`src/rtl/core/pcp_pkg.sv`:
```
// ----------------------------------------------------------------------------
// pcp_pkg
// Shared types, sizes and helpers of the photon coincidence pairer.
// ----------------------------------------------------------------------------
package pcp_pkg;

   localparam int WINDOW_DEPTH = 16;
   localparam int REGION_COUNT = 8;
   localparam int TIME_BITS    = 48;
   localparam int MAX_PAIRS    = 16;

   localparam int REGION_W = 3;
   localparam int WIN_W    = 24;
   localparam int MASK_W   = 64;
   localparam int CNT_W    = 32;
   localparam int CSR_IDX_W = 2;
   localparam int IDX_W    = (WINDOW_DEPTH > 1) ? $clog2(WINDOW_DEPTH) : 1;
   localparam int FILL_W   = $clog2(WINDOW_DEPTH + 1);
   localparam int NPAIR_W  = $clog2(MAX_PAIRS + 1);
   localparam int LIMIT_W  = WIN_W + 1;
   localparam int CMP_W    = (TIME_BITS > LIMIT_W) ? TIME_BITS : LIMIT_W;

   // register indexes of the configuration port
   localparam logic [CSR_IDX_W-1:0] CSR_COINC_WINDOW   = 2'd0;
   localparam logic [CSR_IDX_W-1:0] CSR_UNORDER_MARGIN = 2'd1;
   localparam logic [CSR_IDX_W-1:0] CSR_ALLOWED_PAIRS  = 2'd2;

   typedef enum logic [1:0] {
      ST_IDLE,
      ST_READ,
      ST_CMP,
      ST_STORE
   } state_type;

   typedef struct packed {
      logic [TIME_BITS-1:0] tstamp;
      logic [REGION_W-1:0]  region;
   } entry_type;

   // outcome of one comparison of the new photon with a stored one
   typedef struct packed {
      logic close;
      logic reject;
      logic pair;
      logic old_first;
   } cmp_type;

   typedef struct packed {
      logic [TIME_BITS-1:0] first_time;
      logic [REGION_W-1:0]  first_region;
      logic [TIME_BITS-1:0] second_time;
      logic [REGION_W-1:0]  second_region;
      logic [CNT_W-1:0]     prompt;
      logic [CNT_W-1:0]     region_rej;
      logic [CNT_W-1:0]     time_rej;
   } pair_type;

   function automatic logic [CNT_W-1:0] sat_inc(input logic [CNT_W-1:0] c);
      return (c == {CNT_W{1'b1}}) ? c : c + CNT_W'(1);
   endfunction

   // physical slot of the k-th oldest entry in the ring
   function automatic logic [IDX_W-1:0] slot_of(input logic [IDX_W-1:0] head,
                                                input logic [IDX_W-1:0] k);
      logic [IDX_W:0] sum;
      sum = {1'b0, head} + {1'b0, k};
      if (sum >= (IDX_W+1)'(WINDOW_DEPTH)) begin
         sum = sum - (IDX_W+1)'(WINDOW_DEPTH);
      end
      return sum[IDX_W-1:0];
   endfunction

endpackage

```
`src/rtl/core/pcp_compare.sv`:
```
// ----------------------------------------------------------------------------
// pcp_compare
// Compare unit: classifies one stored photon against the new photon.
// ----------------------------------------------------------------------------
module pcp_compare (
   input  logic [pcp_pkg::TIME_BITS-1:0] t_new,
   input  logic [pcp_pkg::REGION_W-1:0]  r_new,
   input  logic [pcp_pkg::TIME_BITS-1:0] t_old,
   input  logic [pcp_pkg::REGION_W-1:0]  r_old,
   input  logic [pcp_pkg::WIN_W-1:0]     coinc_window,
   input  logic [pcp_pkg::LIMIT_W-1:0]   close_limit,
   input  logic [pcp_pkg::MASK_W-1:0]    allowed_pairs,
   output pcp_pkg::cmp_type              result
);
   import pcp_pkg::*;

   logic                 new_later;
   logic [TIME_BITS-1:0] diff_fwd;
   logic [TIME_BITS-1:0] diff_bwd;
   logic [TIME_BITS-1:0] diff;
   logic                 region_ok;

   assign new_later = t_new > t_old;
   assign diff_fwd  = t_new - t_old;
   assign diff_bwd  = t_old - t_new;
   assign diff      = new_later ? diff_fwd : diff_bwd;

   assign region_ok = ({1'b0, r_old} < (REGION_W+1)'(REGION_COUNT))
                   && ({1'b0, r_new} < (REGION_W+1)'(REGION_COUNT))
                   && allowed_pairs[{r_old, r_new}];

   always_comb begin
      result.close     = new_later && (CMP_W'(diff) > CMP_W'(close_limit));
      result.reject    = !result.close && !region_ok;
      result.pair      = !result.close && region_ok
                      && (CMP_W'(diff) <= CMP_W'(coinc_window));
      result.old_first = r_old > r_new;
   end

endmodule

```
`src/rtl/core/photon_coincidence_pairer.sv`:
```
// ----------------------------------------------------------------------------
// photon_coincidence_pairer
// Coincidence window sorter: pairs each new photon with open stored photons.
// ----------------------------------------------------------------------------
// Photons enter on the req_ channel (time, region, frame_end); a transfer
// happens when req_valid is high and req_stall is low. Pairs leave on the
// rsp_ channel, higher region first, with the three saturating counters
// as they stood just after the comparison that made the pair; last_of_run
// marks the last pair caused by one photon. csr_ writes set the window,
// the unorder margin and the region matrix; the user must write them only
// while the block is idle, as the block itself does not enforce it.
// For each photon the block takes it, then reads and compares each stored
// entry of the window (at most 16) through the single compare unit,
// then stores it. A pair is held back until the next pair or the end of
// the scan, and only then moves into the output register. When rsp_stall
// holds a pair in the output register while another pair is held back,
// the scan waits at the next pair found; req_stall stays high until the
// photon is stored. Reset empties the window, clears the counters and
// loads the register reset values; the stored times need no clearing pass.
// ----------------------------------------------------------------------------
module photon_coincidence_pairer (
   input  logic                           clock,
   input  logic                           reset,
   input  logic                           req_valid,
   output logic                           req_stall,
   input  logic [pcp_pkg::TIME_BITS-1:0]  req_photon_time,
   input  logic [pcp_pkg::REGION_W-1:0]   req_photon_region,
   input  logic                           req_frame_end,
   output logic                           rsp_valid,
   input  logic                           rsp_stall,
   output logic [pcp_pkg::TIME_BITS-1:0]  rsp_first_time,
   output logic [pcp_pkg::REGION_W-1:0]   rsp_first_region,
   output logic [pcp_pkg::TIME_BITS-1:0]  rsp_second_time,
   output logic [pcp_pkg::REGION_W-1:0]   rsp_second_region,
   output logic                           rsp_last_of_run,
   output logic [pcp_pkg::CNT_W-1:0]      rsp_prompt_total,
   output logic [pcp_pkg::CNT_W-1:0]      rsp_region_reject_total,
   output logic [pcp_pkg::CNT_W-1:0]      rsp_time_reject_total,
   input  logic                           csr_we,
   input  logic [pcp_pkg::CSR_IDX_W-1:0]  csr_index,
   input  logic [pcp_pkg::MASK_W-1:0]     csr_wdata
);
   import pcp_pkg::*;

   // configuration
   logic [WIN_W-1:0]  coinc_window_ff;
   logic [WIN_W-1:0]  unorder_margin_ff;
   logic [MASK_W-1:0] allowed_pairs_ff;
   logic [LIMIT_W-1:0] close_limit;

   // sequencer and window
   state_type          state_ff, state_in;
   entry_type          mem [WINDOW_DEPTH];
   entry_type          rd_data_ff;
   logic [WINDOW_DEPTH-1:0] open_ff, open_in;
   logic [IDX_W-1:0]   head_ff, head_in;
   logic [FILL_W-1:0]  fill_ff, fill_in;
   logic [FILL_W-1:0]  k_ff, k_in;
   logic [IDX_W-1:0]   cur_slot_ff, cur_slot_in;
   logic [NPAIR_W-1:0] npair_ff, npair_in;
   entry_type          new_ff, new_in;
   logic               frame_end_ff, frame_end_in;

   // counters
   logic [CNT_W-1:0]   prompt_ff, prompt_in;
   logic [CNT_W-1:0]   rrej_ff, rrej_in;
   logic [CNT_W-1:0]   trej_ff, trej_in;

   // held pair and output register
   logic               pend_valid_ff, pend_valid_in;
   pair_type           pend_ff, pend_in;
   logic               rsp_valid_ff, rsp_valid_in;
   logic               rsp_last_ff, rsp_last_in;
   pair_type           rsp_ff, rsp_in;

   cmp_type            cmp;
   logic               active;
   logic               emit;
   logic               out_free;
   logic               cmp_wait;
   logic               store_wait;
   logic               last_entry;
   logic               mem_we;
   logic [IDX_W-1:0]   wr_slot;
   logic [IDX_W-1:0]   rd_slot;

   assign close_limit = {1'b0, coinc_window_ff} + {1'b0, unorder_margin_ff};

   pcp_compare u_compare (
      .t_new         (new_ff.tstamp),
      .r_new         (new_ff.region),
      .t_old         (rd_data_ff.tstamp),
      .r_old         (rd_data_ff.region),
      .coinc_window  (coinc_window_ff),
      .close_limit   (close_limit),
      .allowed_pairs (allowed_pairs_ff),
      .result        (cmp)
   );

   assign active     = open_ff[cur_slot_ff];
   assign emit       = active && cmp.pair && (npair_ff < NPAIR_W'(MAX_PAIRS));
   assign out_free   = !rsp_valid_ff || !rsp_stall;
   assign cmp_wait   = emit && pend_valid_ff && !out_free;
   assign store_wait = pend_valid_ff && !out_free;
   assign last_entry = (k_ff + FILL_W'(1)) >= fill_ff;
   assign rd_slot    = slot_of(head_ff, k_ff[IDX_W-1:0]);
   assign wr_slot    = (fill_ff == FILL_W'(WINDOW_DEPTH)) ? head_ff
                     : slot_of(head_ff, fill_ff[IDX_W-1:0]);
   assign mem_we     = (state_ff == ST_STORE) && !store_wait;

   assign req_stall = state_ff != ST_IDLE;

   // next state
   always_comb begin
      state_in = state_ff;
      case (state_ff)
         ST_IDLE: begin
            if (req_valid) begin
               state_in = (fill_ff == '0) ? ST_STORE : ST_READ;
            end
         end
         ST_READ: begin
            state_in = ST_CMP;
         end
         ST_CMP: begin
            if (!cmp_wait) begin
               state_in = last_entry ? ST_STORE : ST_READ;
            end
         end
         ST_STORE: begin
            if (!store_wait) begin
               state_in = ST_IDLE;
            end
         end
         default: begin
            state_in = ST_IDLE;
         end
      endcase
   end

   // datapath updates
   always_comb begin
      open_in       = open_ff;
      head_in       = head_ff;
      fill_in       = fill_ff;
      k_in          = k_ff;
      cur_slot_in   = cur_slot_ff;
      npair_in      = npair_ff;
      new_in        = new_ff;
      frame_end_in  = frame_end_ff;
      prompt_in     = prompt_ff;
      rrej_in       = rrej_ff;
      trej_in       = trej_ff;
      pend_valid_in = pend_valid_ff;
      pend_in       = pend_ff;
      rsp_in        = rsp_ff;
      rsp_last_in   = rsp_last_ff;
      rsp_valid_in  = rsp_valid_ff && rsp_stall;
      case (state_ff)
         ST_IDLE: begin
            if (req_valid) begin
               new_in.tstamp = req_photon_time;
               new_in.region = req_photon_region;
               frame_end_in  = req_frame_end;
               k_in          = '0;
               npair_in      = '0;
            end
         end
         ST_READ: begin
            cur_slot_in = rd_slot;
         end
         ST_CMP: begin
            if (!cmp_wait) begin
               k_in = k_ff + FILL_W'(1);
               if (active) begin
                  if (cmp.close) begin
                     open_in[cur_slot_ff] = 1'b0;
                     trej_in = sat_inc(trej_ff);
                  end else if (cmp.reject) begin
                     rrej_in = sat_inc(rrej_ff);
                  end else if (cmp.pair) begin
                     prompt_in = sat_inc(prompt_ff);
                  end
               end
               if (emit) begin
                  if (pend_valid_ff) begin
                     rsp_in       = pend_ff;
                     rsp_last_in  = 1'b0;
                     rsp_valid_in = 1'b1;
                  end
                  pend_valid_in         = 1'b1;
                  npair_in              = npair_ff + NPAIR_W'(1);
                  pend_in.first_time    = cmp.old_first ? rd_data_ff.tstamp : new_ff.tstamp;
                  pend_in.first_region  = cmp.old_first ? rd_data_ff.region : new_ff.region;
                  pend_in.second_time   = cmp.old_first ? new_ff.tstamp : rd_data_ff.tstamp;
                  pend_in.second_region = cmp.old_first ? new_ff.region : rd_data_ff.region;
                  pend_in.prompt        = prompt_in;
                  pend_in.region_rej    = rrej_in;
                  pend_in.time_rej      = trej_in;
               end
            end
         end
         ST_STORE: begin
            if (!store_wait) begin
               if (pend_valid_ff) begin
                  rsp_in        = pend_ff;
                  rsp_last_in   = 1'b1;
                  rsp_valid_in  = 1'b1;
                  pend_valid_in = 1'b0;
               end
               if (fill_ff == FILL_W'(WINDOW_DEPTH)) begin
                  head_in = slot_of(head_ff, IDX_W'(1));
               end else begin
                  fill_in = fill_ff + FILL_W'(1);
               end
               open_in[wr_slot] = 1'b1;
               if (frame_end_ff) begin
                  open_in = '0;
                  fill_in = '0;
               end
            end
         end
         default: begin
         end
      endcase
   end

   always_ff @(posedge clock) begin
      if (reset) begin
         coinc_window_ff   <= '0;
         unorder_margin_ff <= '0;
         allowed_pairs_ff  <= '1;
      end else if (csr_we) begin
         case (csr_index)
            CSR_COINC_WINDOW:   coinc_window_ff   <= csr_wdata[WIN_W-1:0];
            CSR_UNORDER_MARGIN: unorder_margin_ff <= csr_wdata[WIN_W-1:0];
            CSR_ALLOWED_PAIRS:  allowed_pairs_ff  <= csr_wdata;
            default: begin
            end
         endcase
      end
   end

   // window storage
   always_ff @(posedge clock) begin
      if (mem_we) begin
         mem[wr_slot] <= new_ff;
      end
      if (state_ff == ST_READ) begin
         rd_data_ff <= mem[rd_slot];
      end
   end

   always_ff @(posedge clock) begin
      if (reset) begin
         state_ff      <= ST_IDLE;
         open_ff       <= '0;
         head_ff       <= '0;
         fill_ff       <= '0;
         k_ff          <= '0;
         cur_slot_ff   <= '0;
         npair_ff      <= '0;
         prompt_ff     <= '0;
         rrej_ff       <= '0;
         trej_ff       <= '0;
         pend_valid_ff <= 1'b0;
         rsp_valid_ff  <= 1'b0;
      end else begin
         state_ff      <= state_in;
         open_ff       <= open_in;
         head_ff       <= head_in;
         fill_ff       <= fill_in;
         k_ff          <= k_in;
         cur_slot_ff   <= cur_slot_in;
         npair_ff      <= npair_in;
         prompt_ff     <= prompt_in;
         rrej_ff       <= rrej_in;
         trej_ff       <= trej_in;
         pend_valid_ff <= pend_valid_in;
         rsp_valid_ff  <= rsp_valid_in;
      end
   end

   always_ff @(posedge clock) begin
      new_ff       <= new_in;
      frame_end_ff <= frame_end_in;
      pend_ff      <= pend_in;
      rsp_ff       <= rsp_in;
      rsp_last_ff  <= rsp_last_in;
   end

   assign rsp_valid               = rsp_valid_ff;
   assign rsp_first_time          = rsp_ff.first_time;
   assign rsp_first_region        = rsp_ff.first_region;
   assign rsp_second_time         = rsp_ff.second_time;
   assign rsp_second_region       = rsp_ff.second_region;
   assign rsp_last_of_run         = rsp_last_ff;
   assign rsp_prompt_total        = rsp_ff.prompt;
   assign rsp_region_reject_total = rsp_ff.region_rej;
   assign rsp_time_reject_total   = rsp_ff.time_rej;

`ifndef ASSERT_OFF
   a_fill_bound: assert property (@(posedge clock) disable iff (reset)
      fill_ff <= FILL_W'(WINDOW_DEPTH))
      else $error("window fill beyond depth");

   a_pend_idle: assert property (@(posedge clock) disable iff (reset)
      (state_ff == ST_IDLE) |-> !pend_valid_ff)
      else $error("held pair left over after a photon was stored");

   a_prompt_mono: assert property (@(posedge clock) disable iff (reset)
      prompt_ff >= $past(prompt_ff))
      else $error("prompt counter went backwards");

   a_pair_limit: assert property (@(posedge clock) disable iff (reset)
      (state_ff == ST_CMP) |-> (npair_ff <= NPAIR_W'(MAX_PAIRS)))
      else $error("pair count beyond limit");
`endif

endmodule
```
`config.mk`:
```
export PLATFORM = sky130hd
export DESIGN_NAME = photon_coincidence_pairer
export DESIGN_NICKNAME = d
export VERILOG_FILES = /design/src/rtl/core/pcp_pkg.sv /design/src/rtl/core/pcp_compare.sv /design/src/rtl/core/photon_coincidence_pairer.sv
export SDC_FILE = /design/constraint.sdc
export NUM_CORES = 2
export LEC_CHECK = 0
export BUFFER_PORTS_ARGS = -buffer_cell sky130_fd_sc_hd__buf_2
export CAP_MARGIN = 20
export CORE_ASPECT_RATIO = 1.5
export CORE_MARGIN = 1.5
export CORE_UTILIZATION = 56
export DETAILED_ROUTE_END_ITERATION = 12
export GPL_TIMING_DRIVEN = 0
export PLACE_DENSITY = 0.77
export REMOVE_ABC_BUFFERS = 1
export SYNTH_ARGS = -nofsm -noshare
export SYNTH_HDL_FRONTEND = slang
export SYNTH_SLANG_ARGS = --single-unit
```
`constraint.sdc`:
```
create_clock -name clock -period 19.8 [get_ports clock]
set_input_delay 1.98 -clock clock [delete_from_list [all_inputs] [get_ports clock]]
set_output_delay 1.98 -clock clock [all_outputs]
set_load 0.1 [all_outputs]
```
==> results.sh <==
export IMPL_p_sw_mw=1.89
export IMPL_dieArea_um2=124000
export IMPL_slew_headroom=0.286
export IMPL_grt_util_met1=0.349
export IMPL_hold_path_depth=0
export IMPL_grt_pass1_vias=43100
export IMPL_multiInputGateArea_um2=22400
export IMPL_required_ns=20.32
export IMPL_wirelength_um=173000
export IMPL_cp_max_fo=24
export IMPL_finalSetupViolations=0
export IMPL_drv_slew=0
export IMPL_vias=43100
export IMPL_hold_path_startpoint="pend_ff[142]"
export IMPL_die_y_um=431
export IMPL_synthSimpleGateAreaFrac=0.105
export IMPL_pwr_share_comb=0.117
export IMPL_final_nets=5624
export IMPL_cts_sinks=1567
export IMPL_worst_hold_path_type="flop to flop"
export IMPL_worst_pin_slew_ns=1.07
export IMPL_p_int_mw=5.50
export IMPL_min_to="rsp_second_time[43]"
export IMPL_synth_mux_area_frac=0.0822
export IMPL_endpoint_kind="flop"
export IMPL_core_area_um2=121000
export IMPL_drive_gt1_frac=0.178
export IMPL_critical_path_class="flop to flop"
export IMPL_fin_crit_ns=10.53
export IMPL_synth_seq_cells=1567
export IMPL_gr_usage_all_layers=0.279
export IMPL_rsz0062_at_grt="false"
export IMPL_synth_edff_count=1316
export IMPL_ff_latch_area_um2=44500
export IMPL_initial_utilization=0.567
export IMPL_skew_ns=0.0363
export IMPL_dp_hpwl_um=117000
export IMPL_critPathMostFrequentCell="buf_6"
export IMPL_cts_root_buf="clkbuf_16"
export IMPL_ff2ff_path_depth=34
export IMPL_gp_congestion=0.918
export IMPL_drt_iter0_markers=4312
export IMPL_insertion_delay_ns=0.81
export IMPL_drc_errors=0
export IMPL_cts_setup_buffers=0
export IMPL_r2r_end="rsp_first_time[6]"
export IMPL_dr_pass1_iters=6
export IMPL_synth_top_family_by_area="simple AND/OR/NAND/NOR gates"
export IMPL_place_ws_ns=9.44
export IMPL_core_rowCount=156
export IMPL_status="finished, final reports clean"
export IMPL_antenna_found_initial=10
export IMPL_wl_per_cell_um=24.6
export IMPL_synth_xor_xnor_area_share=0.0269
export IMPL_cts_hold_buf=0
export IMPL_fillers=8352
export IMPL_clkSlewWorstSetupHoldPaths_ns=0.06
export IMPL_netlist_area_leader_share=0.577
export IMPL_maxCapViolCount=0
export IMPL_arrival_ns=11.05
export IMPL_synth_ff_type="edfxtp_1"
export IMPL_viasPerCell=6.15
export IMPL_cts_resized=0
export IMPL_max_freq_mhz=95.0
export IMPL_layout_setup_ws_ns=9.27
export IMPL_synthToLayoutAreaGrowth_pct=14.4
export IMPL_yosys_warnings=0
export IMPL_fin_crit_sh=0.532
export IMPL_port_buffers=323
export IMPL_ant_nets=0
export IMPL_sequentialPowerShare=0.501
export IMPL_syn_area_um2=68500
export IMPL_r2r_start="new_ff[44]"
export IMPL_peakVddDrop_mv=0.0896
export IMPL_synth_yosys_seq_area_share=0.651
export IMPL_avgSynthCellArea_um2=13.7
export IMPL_grt_busiest_layer="met2"
export IMPL_synth_area_leaders="edfxtp_1 (58%), mux4_2 (7.6%), dfxtp_1 (7.3%)"
export IMPL_synth_compound_area_share=0.0744
export IMPL_reg2reg_slack_ns=9.27
export IMPL_startpoint_type="flop"
export IMPL_numCtsBuffers=143
export IMPL_p_leak_nw=26.7
export IMPL_syn_inst=4979
export IMPL_cts_tree="built"
export IMPL_critPathBufInv=8
export IMPL_cts_max_level=4
export IMPL_slowest_stage="ha_1"
export IMPL_grt_max_degree=143
export IMPL_power_density_nw_per_um2=94.4
export IMPL_synthAdderAreaFrac=0.0362
export IMPL_switching_share=0.255
export IMPL_grt_pass1_wl_um=259000
export IMPL_grt_use_met2=0.474
export IMPL_ys_async_sr_fraction=0
export IMPL_synth_distinct_cells=94
export IMPL_yosysTopAreaCell="edfxtp_1"
export IMPL_grtUsageMet3=0.0421
export IMPL_die_x_um=288
export IMPL_clkPwrFrac=0.383
export IMPL_hold_viol_final=0
export IMPL_overflow=0
export IMPL_fin_util=0.648
export IMPL_critPathTopFamily="simple AND/OR/NAND/NOR gates"
export IMPL_ioPinCount=324
export IMPL_max_stage_delay_ns=0.82
export IMPL_cts_max_path_buffers=3
## placed cells by master (no fill, tap or decap), drive strengths merged, types with 71 or more instances in the layout
cell type,n
and2,78
a21oi,211
edfxtp,1316
mux4,230
nand2,648
a211oi,93
nand3b,71
xor2,78
inv,180
nor2,259
a31oi,86
xnor2,132
buf,434
clkbuf,172
o21ai,218
nand3,98
ha,190
and3,78
dfxtp,251
## cell families after synthesis
family	Yosys count
multiplexers	272
buffers and inverters	423
XOR/XNOR	210
adder cells (fa/ha/maj)	195
AND/OR/NAND/NOR	1495
flip-flops	1567
AO/OA/AOI/OAI	817
## worst max path at each step
stage,startpoint,end,slack (ns),depth (start not counted)
2_1_floorplan,new_ff[44],rsp_first_region[0],-0.30,26
3_3_place_gp,new_ff[44],rsp_first_time[4],-8.60,26
3_5_place_dp,new_ff[44],rsp_first_time[6],9.44,34
4_1_cts,new_ff[44],rsp_first_time[6],9.39,34
5_1_grt,new_ff[44],rsp_second_time[2],8.71,34
6_report,new_ff[44],rsp_first_time[6],9.27,34
## worst reg2reg max path, delay by kind of cell, from the launching register on
family / cells / cell delay, ns
adder cells (fa/ha/maj): 2 / 1.07
flip-flops: 1 / 0.67
buffers and inverters: 8 / 1.71
XOR/XNOR: 1 / 0.20
AO/OA/AOI/OAI: 13 / 3.23
AND/OR/NAND/NOR: 10 / 3.40
## per-stage QoR
step | cell area [µm²] | cells | setup TNS [ns] | power [mW] | hold WS (ns)
2_1_floorplan | 67400 | 4726 | -59.59 | 4.37 | 0.400
3_3_place_gp | 71000 | 6629 | -1693.11 | 4.67 | 0.402
3_5_place_dp | 73400 | 6740 | 0 | 4.62 | 0.405
4_1_cts | 78300 | 7007 | 0 | 7.42 | 0.417
5_1_grt | 78300 | 7012 | 0 | 7.62 | 0.424
6_report | 78300 | 7016 | 0 | 7.39 | 0.415
## metal layers
layer / part of all wire / vias to the layer above / routed length, µm
li1: - / 19300 / -
met1: 0.38 / 21400 / 64800
met2: 0.51 / 1948 / 87600
met3: 0.071 / 445 / 12300
met5: 0.00032 / - / 55
met4: 0.046 / 8 / 7970
## power groups by stage
stage	combinational [mW]	sequential, mW	clock, mW
6_report	0.863	3.70	2.83
5_1_grt	0.935	3.70	2.98
4_1_cts	0.856	3.70	2.87
3_5_place_dp	0.850	3.77	0
3_3_place_gp	0.899	3.78	0
2_1_floorplan	0.612	3.76	0
## sequential cells by signal (all words and copies together), names as in the netlist, 3 cells and up
signal	flops
mem	816
pend_ff	198
allowed_pairs_ff	64
new_ff	51
rd_data_ff	51
rsp_first_time	48
rsp_second_time	48
prompt_ff	32
rrej_ff	32
rsp_prompt_total	32
rsp_region_reject_total	32
rsp_time_reject_total	32
trej_ff	32
coinc_window_ff	24
unorder_margin_ff	24
open_ff	16
fill_ff	5
k_ff	5
npair_ff	5
cur_slot_ff	4
head_ff	4
rsp_first_region	3
rsp_second_region	3
## Yosys cell counts (14+ instances only)
| cell type | count |
|---|---|
| o21ai_0 | 206 |
| buf_2 | 39 |
| mux2_1 | 14 |
| nand3b_1 | 71 |
| a21o_1 | 59 |
| buf_1 | 41 |
| edfxtp_1 | 1316 |
| nor2b_1 | 39 |
| ha_1 | 190 |
| nand3_1 | 96 |
| o21a_1 | 17 |
| a31oi_1 | 85 |
| nand2_1 | 646 |
| nor2_1 | 257 |
| nor3_1 | 49 |
| or3_1 | 32 |
| xor2_1 | 78 |
| a21oi_1 | 210 |
| clkbuf_1 | 159 |
| dfxtp_1 | 251 |
| a211oi_1 | 92 |
| mux2i_1 | 19 |
| inv_1 | 168 |
| o211ai_1 | 17 |
| nand4_1 | 54 |
| o21bai_1 | 20 |
| and2_1 | 73 |
| mux4_2 | 230 |
| xnor2_1 | 132 |
| and3_1 | 77 |
| nand2b_1 | 28 |
## cell type report
class / count / area share
Sequential cell: 1567 / 0.569
Multi-Input combinational cell: 2989 / 0.287
Timing Repair Buffer: 435 / 0.0490
Clock buffer: 171 / 0.0478
Tap cell: 1580 / 0.0252
Clock inverter: 96 / 0.0140
Inverter: 170 / 0.00815
Antenna cell: 8 / 0.000256
Power figures use the tool's default switching activity.
